`src/rtl/tbsd_pkg.sv`:
```
`default_nettype none

package tbsd_pkg;

  localparam int unsigned NumSqrtCells = 49;
  localparam int unsigned NumDivCells  = 48;

  localparam int unsigned RadW  = 98;   // radius squared, padded to an even bit count
  localparam int unsigned RemW  = 51;   // square root remainder
  localparam int unsigned RootW = 49;   // square root result
  localparam int unsigned DW    = 146;  // cube of radius
  localparam int unsigned QW    = 48;   // quotient bits

  // square root cell state: rotating radicand, remainder, partial root
  typedef struct packed {
    logic [RadW-1:0]  rad;
    logic [RemW-1:0]  rem;
    logic [RootW-1:0] root;
  } sq_t;

  // divider cell state: partial remainder, dividend bits still to shift in, quotient
  typedef struct packed {
    logic [DW-1:0] prem;
    logic [QW-1:0] low;
    logic [QW-1:0] quo;
  } dv_t;

endpackage

`default_nettype wire

```
`src/rtl/tbsd_sqrt_cell.sv`:
```
`default_nettype none

module tbsd_sqrt_cell (
  input  logic           clk_i,
  input  logic           en_i,
  input  tbsd_pkg::sq_t  cell_i,
  output tbsd_pkg::sq_t  cell_o
);
  import tbsd_pkg::*;

  logic [RemW+1:0] rem2;
  logic [RemW+1:0] trial;
  logic [RemW+1:0] diff;
  logic            ge;
  sq_t             cell_d;
  sq_t             cell_q;

  // one root bit: bring in two radicand bits, try (root << 2) | 1
  always_comb begin
    rem2        = {cell_i.rem, cell_i.rad[RadW-1 -: 2]};
    trial       = {2'b00, cell_i.root, 2'b01};
    diff        = rem2 - trial;
    ge          = (rem2 >= trial);
    cell_d.rad  = {cell_i.rad[RadW-3:0], cell_i.rad[RadW-1 -: 2]};
    cell_d.rem  = ge ? diff[RemW-1:0] : rem2[RemW-1:0];
    cell_d.root = {cell_i.root[RootW-2:0], ge};
  end

  always_ff @(posedge clk_i) begin
    if (en_i) begin
      cell_q <= cell_d;
    end
  end

  assign cell_o = cell_q;

endmodule

`default_nettype wire

```
`config.mk`:
```
export PLATFORM = sky130hd
export DESIGN_NAME = tbsd_sqrt_cell
export DESIGN_NICKNAME = d
export VERILOG_FILES = /design/src/rtl/tbsd_pkg.sv /design/src/rtl/tbsd_sqrt_cell.sv
export SDC_FILE = /design/constraint.sdc
export NUM_CORES = 1
export LEC_CHECK = 0
export ABC_AREA = 1
export BUFFER_PORTS_ARGS = -buffer_cell sky130_fd_sc_hd__buf_2
export CAP_MARGIN = 20
export CORE_ASPECT_RATIO = 2
export CORE_MARGIN = 3
export CORE_UTILIZATION = 30
export CTS_BUF_LIST = sky130_fd_sc_hd__clkbuf_4
export CTS_CLUSTER_DIAMETER = 80
export DETAILED_ROUTE_END_ITERATION = 10
export GPL_TIMING_DRIVEN = 0
export SLEW_MARGIN = 20
export SYNTH_ARGS = -nofsm -noshare
export SYNTH_HDL_FRONTEND = slang
export SYNTH_SLANG_ARGS = --single-unit
```
`constraint.sdc`:
```
create_clock -name clk_i -period 2.7 [get_ports clk_i]
set_clock_uncertainty 0.05 [all_clocks]
set_input_delay 0.27 -clock clk_i [delete_from_list [all_inputs] [get_ports clk_i]]
set_output_delay 0.27 -clock clk_i [all_outputs]
set_load 0.01 [all_outputs]
```
==> results.json <==
{
  "irDropWorstVdd_mv": 0.2237,
  "dieArea_mm2": 0.04079,
  "cts-buffers-inserted": 17,
  "antenna_found_initial": 8,
  "worstSetupStartpointType": "primary input",
  "clk_path_buf_depth": 2,
  "drtIter0Drc": 484,
  "drt-vias-per-instance": 4.482,
  "synth-async-reset-ratio": 0,
  "cts_sinks": 198,
  "synth.area.top_cells": "edfxtp_1 (52%), nand2_1 (16%), inv_1 (9.9%)",
  "layout-drive-gt1-share": 0.2450,
  "critPathMaxStageDelay_ns": 0.53,
  "pin_count": 398,
  "worstPathRequired_ns": 3.02,
  "core-area_mm2": 0.03754,
  "netlist_area_mm2": 0.01148,
  "synth_edf_count": 198,
  "run_status": "completed",
  "relSlewSlack": 0.4883,
  "power_density_mw_per_mm2": 476.4,
  "first_global_vias": 11389,
  "place_congestion": 0.9632,
  "dr.pass1.iters": 4,
  "grt_max_degree": 107,
  "clkSlewWorstSetupHoldPaths_ns": 0.18,
  "syn_inst": 1370,
  "avgSynthCellArea_um2": 8.378,
  "gr-usage-all-layers": 0.2231,
  "dpl.cell_count": 2227,
  "path_class": "in2reg",
  "routed_wl_mm": 46.74,
  "post-synth-top-count-cell": "nand2_1",
  "slowest_stage": "dlygate4sd3_1",
  "cts_tree": "yes",
  "initial_utilization": 0.3058,
  "yosysTopAreaCell": "edfxtp_1",
  "regArea_mm2": 0.005946,
  "dpl.hpwl_mm": 38.10,
  "fmax_ghz": 0.3747,
  "die_w_um": 144.3,
  "ys_seq_area_frac": 0.5180,
  "fillCellCount": 3737,
  "synthFlopType": "edfxtp_1",
  "die_y_um": 282.6,
  "route.detailed.drc": 0,
  "rsz0062_at_grt": "true",
  "tightest_slew_ns": 0.7675,
  "portBuffers": 397,
  "hp-class": "in2reg",
  "num_vias": 10991,
  "yosys_warnings": 0,
  "period_share": 0.9884,
  "multi_input_area_mm2": 0.004262,
  "antenna_left": 0,
  "cts_setup_buffers": 0,
  "area_delta_synth_final_pct": 41.83,
  "wl_per_cell_um": 19.06,
  "ys_seq_elements": 198,
  "path_delay_family": "compound AO/OA/AOI/OAI gates",
  "max_cap_violations": 0,
  "cts_root_buf": "clkbuf_4",
  "critPathMaxFanout": 10,
  "crit_arrival_ns": 2.99,
  "syn-num-nets": 1621,
  "cts_max_level": 4,
  "final_hold_viol_count": 0,
  "hold_ws_ns": 0.04207,
  "synth_cell_types": 34,
  "final_cells": 2452,
  "setup_violations": 0,
  "fin_crit_ns": 2.669,
  "synth_common_cells": "nand2_1 (485), inv_1 (303), edfxtp_1 (198)",
  "worstSetupEndpointType": "flip-flop",
  "largest_reg_flops": 198,
  "rows": 100,
  "grt-ovfl-total": 0,
  "p_leak_nw": 8.336,
  "grt_first_pass_wirelength_mm": 65.36,
  "nets": 2226,
  "synth.top_cell.area_share": 0.5180,
  "cp_num_buf_inv": 4,
  "final_max_slew_viol_count": 0,
  "path_cells": "dlygate4sd3_1, buf_2, inv_1, ha_1, a21oi_1, nand2_1, a21oi_1, nand2_1, a21oi_4, nand3_4, buf_2, o21ai_0"
}
## final timing paths
path / startpoint / endpoint / slack, ns / depth (start not counted)
worst max-delay path: cell_i[46] / cell_o[63] / 0.03 / 12
worst min-delay path: cell_i[58] / cell_o[60] / 0.04 / 3
## metrics by stage
stage,util,setup WS (ns),power (mW),TNS (ns),instance area (um2)
after floorplan,-,0.5543,4.945,0,11480
after global placement,0.3740,-1.266,5.929,-265.80,14040
after detailed placement,0.3750,-0.7264,5.929,-24.48,14080
after CTS,0.4332,0.01956,7.845,0,16260
after global routing,0.4337,-0.004284,8.190,-0.007637,16280
final,0.4337,0.03136,7.756,0,16280
## tightest hold or removal path, stage by stage
cell and delay (ns):
buf_2 0.11, inv_1 0.05, o21ai_1 0.14
## layout make-up
cell class	instances	area share
Buffer	14	0.005457
Clock inverter	14	0.01015
Tap cell	459	0.03528
Antenna cell	5	0.0007686
Inverter	317	0.07309
Sequential cell	198	0.3652
Multi-Input combinational cell	841	0.2618
Timing Repair Buffer	586	0.2400
Clock buffer	18	0.008301
## cells in the final DEF, fill, tap and decap left out, types with 2 or more instances in the layout
cell / instances
o21bai_1: 6
o21ai_0: 25
and2_1: 3
nor2_2: 11
clkinv_8: 2
nor2_4: 3
inv_2: 13
nand3_2: 10
ha_1: 51
inv_12: 2
dlygate4sd3_1: 188
nand2_1: 485
nand3b_1: 18
nor3_1: 8
inv_8: 5
clkbuf_4: 20
xor2_1: 27
nor2_1: 70
nand4_1: 33
nand3_1: 41
clkbuf_1: 5
nor3_2: 2
a21oi_1: 31
nand2_2: 5
edfxtp_1: 198
inv_1: 303
buf_2: 400
inv_6: 4
o21ai_1: 4
diode_2: 5
## per-layer routing
metal | wire length [um] | track usage
met1 | 13890 | 0.1773
met2 | 26890 | 0.4576
met3 | 2182 | 0.03181
met4 | 3771 | 0.1685
met5 | 12 | 0
## power by group
group          internal (mW)  total (mW)  switching, mW
Sequential              3.74        3.83         0.0804
Combinational          0.874        2.25           1.37
Clock                  0.459        1.69           1.23
Total                   5.08        7.76           2.68
## logic make-up (layout without fill, tap and decap cells)
family,after synthesis,after routing,synth area share
simple gates,694,694,0.2619
buf+inv,331,949,0.1110
flops,198,198,0.5180
compound gates,68,68,0.03216
fa+ha+maj,51,51,0.05559
xor+xnor,28,28,0.02137
other cells,0,5,0
## repair_timing
item                                   in CTS  in global routing
endpoints found under the hold margin     189                  0
gates resized for setup                     1                  6
hold buffers                              188                  0
setup endpoints to repair                   1                  6
Note: power is estimated with default switching activity, not from simulation.
