### src/rtl/tbsd_pkg.sv
`default_nettype none

package tbsd_pkg;

  localparam int unsigned NumSqrtCells = 49;
  localparam int unsigned NumDivCells  = 48;

  localparam int unsigned RadW  = 98;   // radius squared, padded to an even bit count
  localparam int unsigned RemW  = 51;   // square root remainder
  localparam int unsigned RootW = 49;   // square root result
  localparam int unsigned DW    = 146;  // cube of radius
  localparam int unsigned QW    = 48;   // quotient bits

  // square root cell state: rotating radicand, remainder, partial root
  typedef struct packed {
    logic [RadW-1:0]  rad;
    logic [RemW-1:0]  rem;
    logic [RootW-1:0] root;
  } sq_t;

  // divider cell state: partial remainder, dividend bits still to shift in, quotient
  typedef struct packed {
    logic [DW-1:0] prem;
    logic [QW-1:0] low;
    logic [QW-1:0] quo;
  } dv_t;

endpackage

`default_nettype wire

### src/rtl/tbsd_div_cell.sv
`default_nettype none

module tbsd_div_cell (
  input  logic                    clk_i,
  input  logic                    en_i,
  input  logic [tbsd_pkg::DW-1:0] d_i,
  input  tbsd_pkg::dv_t           cell_i,
  output tbsd_pkg::dv_t           cell_o
);
  import tbsd_pkg::*;

  logic [DW:0] p2;
  logic [DW:0] diff;
  logic        ge;
  dv_t         cell_d;
  dv_t         cell_q;

  // one restoring step; partial remainder stays below d
  always_comb begin
    p2          = {cell_i.prem, cell_i.low[QW-1]};
    diff        = p2 - {1'b0, d_i};
    ge          = (p2 >= {1'b0, d_i});
    cell_d.prem = ge ? diff[DW-1:0] : p2[DW-1:0];
    cell_d.low  = {cell_i.low[QW-2:0], 1'b0};
    cell_d.quo  = {cell_i.quo[QW-2:0], ge};
  end

  always_ff @(posedge clk_i) begin
    if (en_i) begin
      cell_q <= cell_d;
    end
  end

  assign cell_o = cell_q;

endmodule

`default_nettype wire

### config.mk
export PLATFORM = sky130hd
export DESIGN_NAME = tbsd_div_cell
export DESIGN_NICKNAME = d
export VERILOG_FILES = /design/src/rtl/tbsd_pkg.sv /design/src/rtl/tbsd_div_cell.sv
export SDC_FILE = /design/constraint.sdc
export NUM_CORES = 1
export LEC_CHECK = 0
export BUFFER_PORTS_ARGS = -buffer_cell sky130_fd_sc_hd__clkbuf_2
export CORE_AREA = 4 4 241 243
export DETAILED_ROUTE_END_ITERATION = 10
export DIE_AREA = 0 0 245 247
export SLEW_MARGIN = 20
export SYNTH_ARGS = -nofsm -noshare
export SYNTH_HDL_FRONTEND = slang
export SYNTH_SLANG_ARGS = --single-unit
### constraint.sdc
create_clock -name clk_i -period 3.6 [get_ports clk_i]
set_input_delay 0.36 -clock clk_i [delete_from_list [all_inputs] [get_ports clk_i]]
set_output_delay 0.36 -clock clk_i [all_outputs]
set_load 0.01 [all_outputs]
==> impl_metrics.csv, run 1 <==
group,metric,value,unit
status,outcome,"finished, final reports clean",
timing,hold-worst-slack,57.5,ps
yosys,netlist-cell-type-count,91,
worst_setup_path,critical_path_peak_fanout,6,
final_layout,areaGrowthSynthToFinish,48.4,%
drt,routed_wirelength,92500,µm
final_layout,largest_register_ff_count,241,
timing,unrepaired_setup_endpoints_after_global_routing,"no",
clock_network,clock-root-buffer,"clkbuf_16",
drt,drt_iter0_markers,1553,
worst_setup_path,worst_path_most_repeated_cell,"buf_4",
drt,vias,22600,
yosys,avgSynthCellArea,8.35,µm²
yosys,synth-async-reset-ratio,0,%
placement,placed_wire_length_estimate,77500,µm
yosys,mapped_nets,2906,
timing,worstMarginPinSlew,773,ps
clock_network,cts.reportedPaths.clkPinSlew,60,ps
worst_setup_path,slowest_stage,"ha_2",
yosys,synth_enable_flop_cells,241,
flow_run,max_cap_viol_count,0,
grt,first_global_vias,23000,
placement,port_buffers,629,
die,die_w,245,µm
grt,grt_max_degree,89,
pwr,power.internal,7350,µW
final_layout,post_layout_nonfiller_instances,4313,
final_layout,multi_input_area,11300,µm²
die,dieHeight,247,µm
worst_setup_path,max_stage_delay,420,ps
timing,final_setup_tns,0,ps
pwr,pwr-share-clk,28.8,%
grt,gr-usage-all-layers,29.1,%
die,initial_utilization,35.3,%
yosys,ys_warnings,0,
worst_setup_path,crit_path_category,"primary input to flop",
grt,grt_pass1_wl,136000,µm
pwr,cellPowerDensity,383,nW/µm²
worst_setup_path,cp_data_required_time,4000,ps
timing,final-setup-viol-count,0,
timing,timing_hold_violations_final,0,
timing,max_freq,0.289,GHz
pwr,power.leakage,0.0138,µW
pwr,swShare,34.6,%
pwr,vdd_drop_max,0.000335,V
worst_setup_path,cell_chain_critical_path,"clkbuf_2, ha_2, o21ai_0, a21oi_2, o21ai_2, a211oi_2, o2111ai_2, buf_4, a21oi_1, buf_4, nor3_2, buf_4, o31ai_1, buf_4, a31oi_1, xnor2_1, buf_4, o21ai_0",
drt,drt_pre_antenna_iters,6,
worst_setup_path,cpLargestDelayFamily,"compound AO/OA/AOI/OAI gates",
pwr,p_switching,3890,µW
worst_hold_path,min-delay-path-class,"primary input to flop",
drt,ant_nets,0,
clock_network,clkSinkCount,241,
die,standard_cell_core_area,56000,µm²
placement,placed_cells,4157,
final_layout,fill_cells,5473,
timing,maxSlewHeadroom,48.5,%
yosys,postSynthCellCount,2369,
pwr,power,11200,µW
yosys,ys_dominant_reg_cell,"edfxtp_1",
timing,final_max_slew_viol_count,0,
grt,grt_overflow,0,
timing,min_period_over_period,96.2,%
grt,antenna_violations_before_repair,16,
pwr,pwr-share-comb,38.1,%
clock_network,tritoncts_clock_tree,"yes",
worst_setup_path,timing.critical_path.arrival,3870,ps
final_layout,design.final.nets,4064,
drt,remaining_drcs,0,
clock_network,cts.htree.levels,1,
clock_network,post_cts_buffers,0,
die,fp-row-count,87,
die,die_area,60500,µm²
die,boundaryPins,632,
yosys,synth.ff_latch_count,241,
clock_network,clock_path_buffers,3,
worst_setup_path,startpoint_type,"primary input",
final_layout,sequential_cell_area,7240,µm²
worst_setup_path,number_of_buffers_and_inverters_on_the_critical_path,6,
drt,viasPerCell,5.24,
clock_network,tritoncts.num_buffers,30,
pwr,part_of_the_total_power_dissipated_in_sequential_elements,33.1,%
timing,fin_crit,3460,ps
yosys,syn_area,19800,µm²
drt,route.detailed.wl_per_inst,21.5,µm
placement,finalWeightedCongestion,0.971,
worst_setup_path,setup.worst_path.end_class,"flop",
final_layout,post_route_cells_drive_above_1_share,34.8,%
yosys,yosysSeqAreaShare,36.6,%
==> power by group through the flow <==
stage	Combinational [µW]	Clock, µW	Sequential [µW]
finish	4280	3240	3720
global placement	4130	0	3770
detailed placement	4140	0	3770
CTS	4250	3300	3720
floorplan	1850	0	3910
global route	4640	3430	3750
==> per-stage QoR <==
| stage | setup WS, ps | area, µm² | util, % |
|---|---|---|---|
| floorplan | 193 | 19800 | - |
| global placement | -670 | 27300 | 48.7 |
| detailed placement | -691 | 27300 | 48.7 |
| CTS | 22.7 | 29300 | 52.3 |
| global route | 7.48 | 29300 | 52.4 |
| finish | 138 | 29300 | 52.4 |
==> worst paths after layout <==
check	to	startpoint	slack [ps]	depth (start not counted)
setup / recovery	cell_o[215]	cell_i[97]	140	18
hold / removal	cell_o[229]	cell_i[228]	60	3
==> synth_stat cells, types with 6 or more instances <==
master / count / area, µm²
a21oi_1: 359 / 1800
nor3_1: 44 / 220
a211oi_1: 17 / 128
o211ai_1: 11 / 82.6
inv_1: 209 / 785
nor4_1: 12 / 75.1
o21ai_1: 10 / 50.1
or3_1: 7 / 43.8
nor2_1: 263 / 987
nand2_1: 227 / 852
and3_1: 6 / 37.5
a21boi_0: 9 / 67.6
edfxtp_1: 241 / 7240
a221o_1: 6 / 60.1
nand4_1: 79 / 494
o21bai_1: 56 / 420
xnor2_1: 81 / 709
a31oi_1: 15 / 93.8
nand3_1: 26 / 130
ha_1: 146 / 1830
buf_6: 12 / 135
nand2b_1: 11 / 68.8
o2111ai_1: 6 / 52.6
and2_1: 8 / 50.1
xor2_1: 47 / 412
o21ai_0: 166 / 831
a21o_1: 52 / 390
buf_2: 40 / 200
clkbuf_1: 44 / 165
o31ai_1: 17 / 128
o21a_1: 18 / 135
nor2b_1: 7 / 43.8
or2_2: 10 / 62.6
==> metal layers <==
layer,up-vias,share of wire [%],GRT usage [%]
met1,10700,39,34.7
li1,10900,-,-
met2,844,51,53.3
met5,-,0.099,0
met4,14,3.1,9.36
met3,153,6.6,4.97
==> timing repair <==
item                                    4_1_cts  5_1_grt
pin swaps                                     0        0
hold endpoints to repair                     94        0
gates resized for setup                       4       15
endpoints found under the setup margin        5       34
hold buffers                                 94        0
==> cells in the final DEF (no fill, tap or decap), types with 8 or more instances in the layout <==
| master | Yosys | final |
|---|---|---|
| o31ai_1 | 17 | 17 |
| ha_1 | 146 | 145 |
| buf_4 | 5 | 498 |
| a211oi_1 | 17 | 14 |
| a31oi_1 | 15 | 14 |
| nor3_1 | 44 | 44 |
| xor2_1 | 47 | 47 |
| diode_2 | 0 | 9 |
| nor4_1 | 12 | 12 |
| a21o_1 | 52 | 52 |
| nand2_1 | 227 | 227 |
| nand3_1 | 26 | 26 |
| nor2_1 | 263 | 263 |
| clkbuf_16 | 0 | 30 |
| nand4_1 | 79 | 79 |
| clkbuf_2 | 3 | 628 |
| o21a_1 | 18 | 18 |
| o21ai_1 | 10 | 13 |
| buf_12 | 0 | 9 |
| edfxtp_1 | 241 | 241 |
| nand2b_1 | 11 | 11 |
| o21ai_0 | 166 | 162 |
| dlygate4sd3_1 | 0 | 94 |
| o21bai_1 | 56 | 56 |
| a21boi_0 | 9 | 9 |
| o211ai_1 | 11 | 11 |
| xnor2_1 | 81 | 81 |
| a21oi_1 | 359 | 357 |
| inv_1 | 209 | 209 |
| and2_1 | 8 | 8 |
| or2_2 | 10 | 10 |
==> final cells by class <==
cell class | count | area share, %
multi-input combinational | 1814 | 38.4
timing repair buffer | 1230 | 27.3
sequential | 241 | 24.7
tap | 756 | 3.22
inverter | 210 | 2.71
clock buffer | 32 | 2.58
clock inverter | 21 | 0.972
antenna | 9 | 0.0767
==> cells by family (layout without fill, tap and decap cells) <==
| group | Yosys count | in the layout | synth area share (%) |
|---|---|---|---|
| adder cells (fa/ha/maj) | 147 | 147 | 9.34 |
| buffers and inverters | 314 | 1493 | 6.78 |
| other | 1 | 10 | 0.0190 |
| AO/OA/AOI/OAI | 807 | 807 | 24.7 |
| flip-flops | 241 | 241 | 36.6 |
| XOR/XNOR | 128 | 128 | 5.67 |
| AND/OR/NAND/NOR | 728 | 728 | 16.8 |
| multiplexers | 3 | 3 | 0.158 |
No activity file was read; power rests on OpenSTA's default activity.
==> run 2, diff against run 1 <==
Settings changed: SETUP_SLACK_MARGIN from default to 0.15.
==> impl_metrics.csv, run 2 (synthesized netlist as in run 1, its figures left out) <==
group,metric,value,unit
status,outcome,"finished, final reports clean",
clock_network,cts.reportedPaths.clkPinSlew,60,ps
final_layout,mostFrequentLayoutCells,"clkbuf_2, buf_4, a21oi_1, nor2_1, edfxtp_1",
timing,fin_crit,3410,ps
worst_setup_path,timing.critical_path.arrival,3740,ps
drt,viasPerCell,5.24,
die,die_area,60500,µm²
placement,placed_wire_length_estimate,77500,µm
timing,maxSlewHeadroom,48.1,%
die,boundaryPins,632,
worst_setup_path,critPathLaunch,"cell_i[97]",
die,dieHeight,247,µm
grt,grt_pass1_wl,136000,µm
worst_setup_path,crit_path_category,"primary input to flop",
drt,route.detailed.wl_per_inst,21.5,µm
drt,drt_pre_antenna_iters,5,
clock_network,clkSinkCount,241,
clock_network,tritoncts_clock_tree,"yes",
die,standard_cell_core_area,56000,µm²
worst_setup_path,critical_path_peak_fanout,31,
timing,timing_hold_violations_final,0,
pwr,vdd_drop_max,0.000334,V
worst_hold_path,min-delay-start,"cell_i[228]",
worst_hold_path,min-delay-path-class,"primary input to flop",
die,fp-row-count,87,
placement,place_area,27300,µm²
drt,remaining_drcs,0,
clock_network,tritoncts.num_buffers,30,
timing,worstMarginPinSlew,778,ps
die,initial_utilization,35.3,%
pwr,power.leakage,0.0138,µW
final_layout,fill_cells,5463,
drt,ant_nets,0,
timing,final-setup-viol-count,0,
drt,drt_iter0_markers,1590,
grt,antenna_violations_before_repair,15,
timing,unrepaired_setup_endpoints_after_global_routing,"yes",
placement,port_buffers,629,
final_layout,areaGrowthSynthToFinish,49.0,%
grt,gr-usage-all-layers,29.1,%
die,die_w,245,µm
placement,placed_cells,4157,
timing,setup_ws,192,ps
grt,grt_max_degree,89,
grt,grt_overflow,0,
worst_setup_path,setup.worst_path.end_class,"flop",
drt,vias,22600,
timing,max_freq,0.293,GHz
clock_network,clock_path_buffers,3,
worst_setup_path,startpoint_type,"primary input",
timing,final_max_slew_viol_count,0,
timing,hold-worst-slack,57.5,ps
final_layout,largest_register_ff_count,241,
final_layout,design.final.nets,4069,
final_layout,post_route_cells_drive_above_1_share,35.1,%
flow_run,max_cap_viol_count,0,
drt,routed_wirelength,92800,µm
grt,first_global_vias,23000,
clock_network,clock-root-buffer,"clkbuf_16",
placement,place_ws,-691,ps
clock_network,cts.htree.levels,1,
final_layout,layout.cell_area.non_filler,29500,µm²
worst_setup_path,cp_data_required_time,3930,ps
pwr,cellPowerDensity,383,nW/µm²
final_layout,final_core_utilization,52.6,%
final_layout,most_common_cell_after_layout_fill_and_taps_aside,"clkbuf_2",
final_layout,post_layout_nonfiller_instances,4318,
placement,finalWeightedCongestion,0.971,
timing,min_period_over_period,94.7,%
## run 2: layout make-up
class | count | area, µm² | area share (%)
Timing Repair Buffer | 1234 | 8050 | 27.3
Tap cell | 756 | 946 | 3.21
Timing Repair inverter | 1 | 8.76 | 0.0297
Clock inverter | 21 | 285 | 0.968
Clock buffer | 32 | 758 | 2.57
Antenna cell | 9 | 22.5 | 0.0765
Sequential cell | 241 | 7240 | 24.6
Inverter | 210 | 801 | 2.72
Multi-Input combinational cell | 1814 | 11400 | 38.5
## run 2: worst paths after layout
kind	end	cells past startpoint	slack, ps
max	cell_o[98]	16	190
min	cell_o[229]	3	60
## run 2: worst max-delay path, stage by stage
cell and delay [ps]:
clkbuf_2 160, ha_2 420, o21ai_0 130, a21oi_2 230
o21ai_2 100, buf_4 140, a211oi_2 250, o211ai_2 120
buf_4 180, a211oi_4 370, nor3_4 110, nor3_4 250
nor2_4 90, buf_4 170, buf_12 160, o21ai_0 450
## run 2: what timing repair did
action	in CTS	in global routing
hold endpoints to repair	94	0
setup endpoints to repair	89	117
hold buffers	94	0
buffers inserted	0	4
resized for setup	10	25
cloned	0	1
pin swaps	0	9
## run 2: where the power goes
group	internal, µW	switching (µW)	total, µW
clock	1900	1350	3240
sequential	3560	158	3720
combinational	1900	2400	4310
## run 2: stage by stage
stage                     TNS (ps)  power [µW]
after CTS                        0       11300
after global routing             0       11800
after floorplan                  0        5760
after global placement      -62400        7900
after detailed placement    -67890        7910
final                            0       11300
## run 2: routing by layer
layer / up-vias / GRT usage [%] / wire [µm]
li1: 10900 / - / -
met1: 10700 / 34.7 / 36900
met2: 844 / 53.5 / 46800
met3: 159 / 4.85 / 5860
met4: 12 / 9.13 / 3080
met5: - / 0 / 92
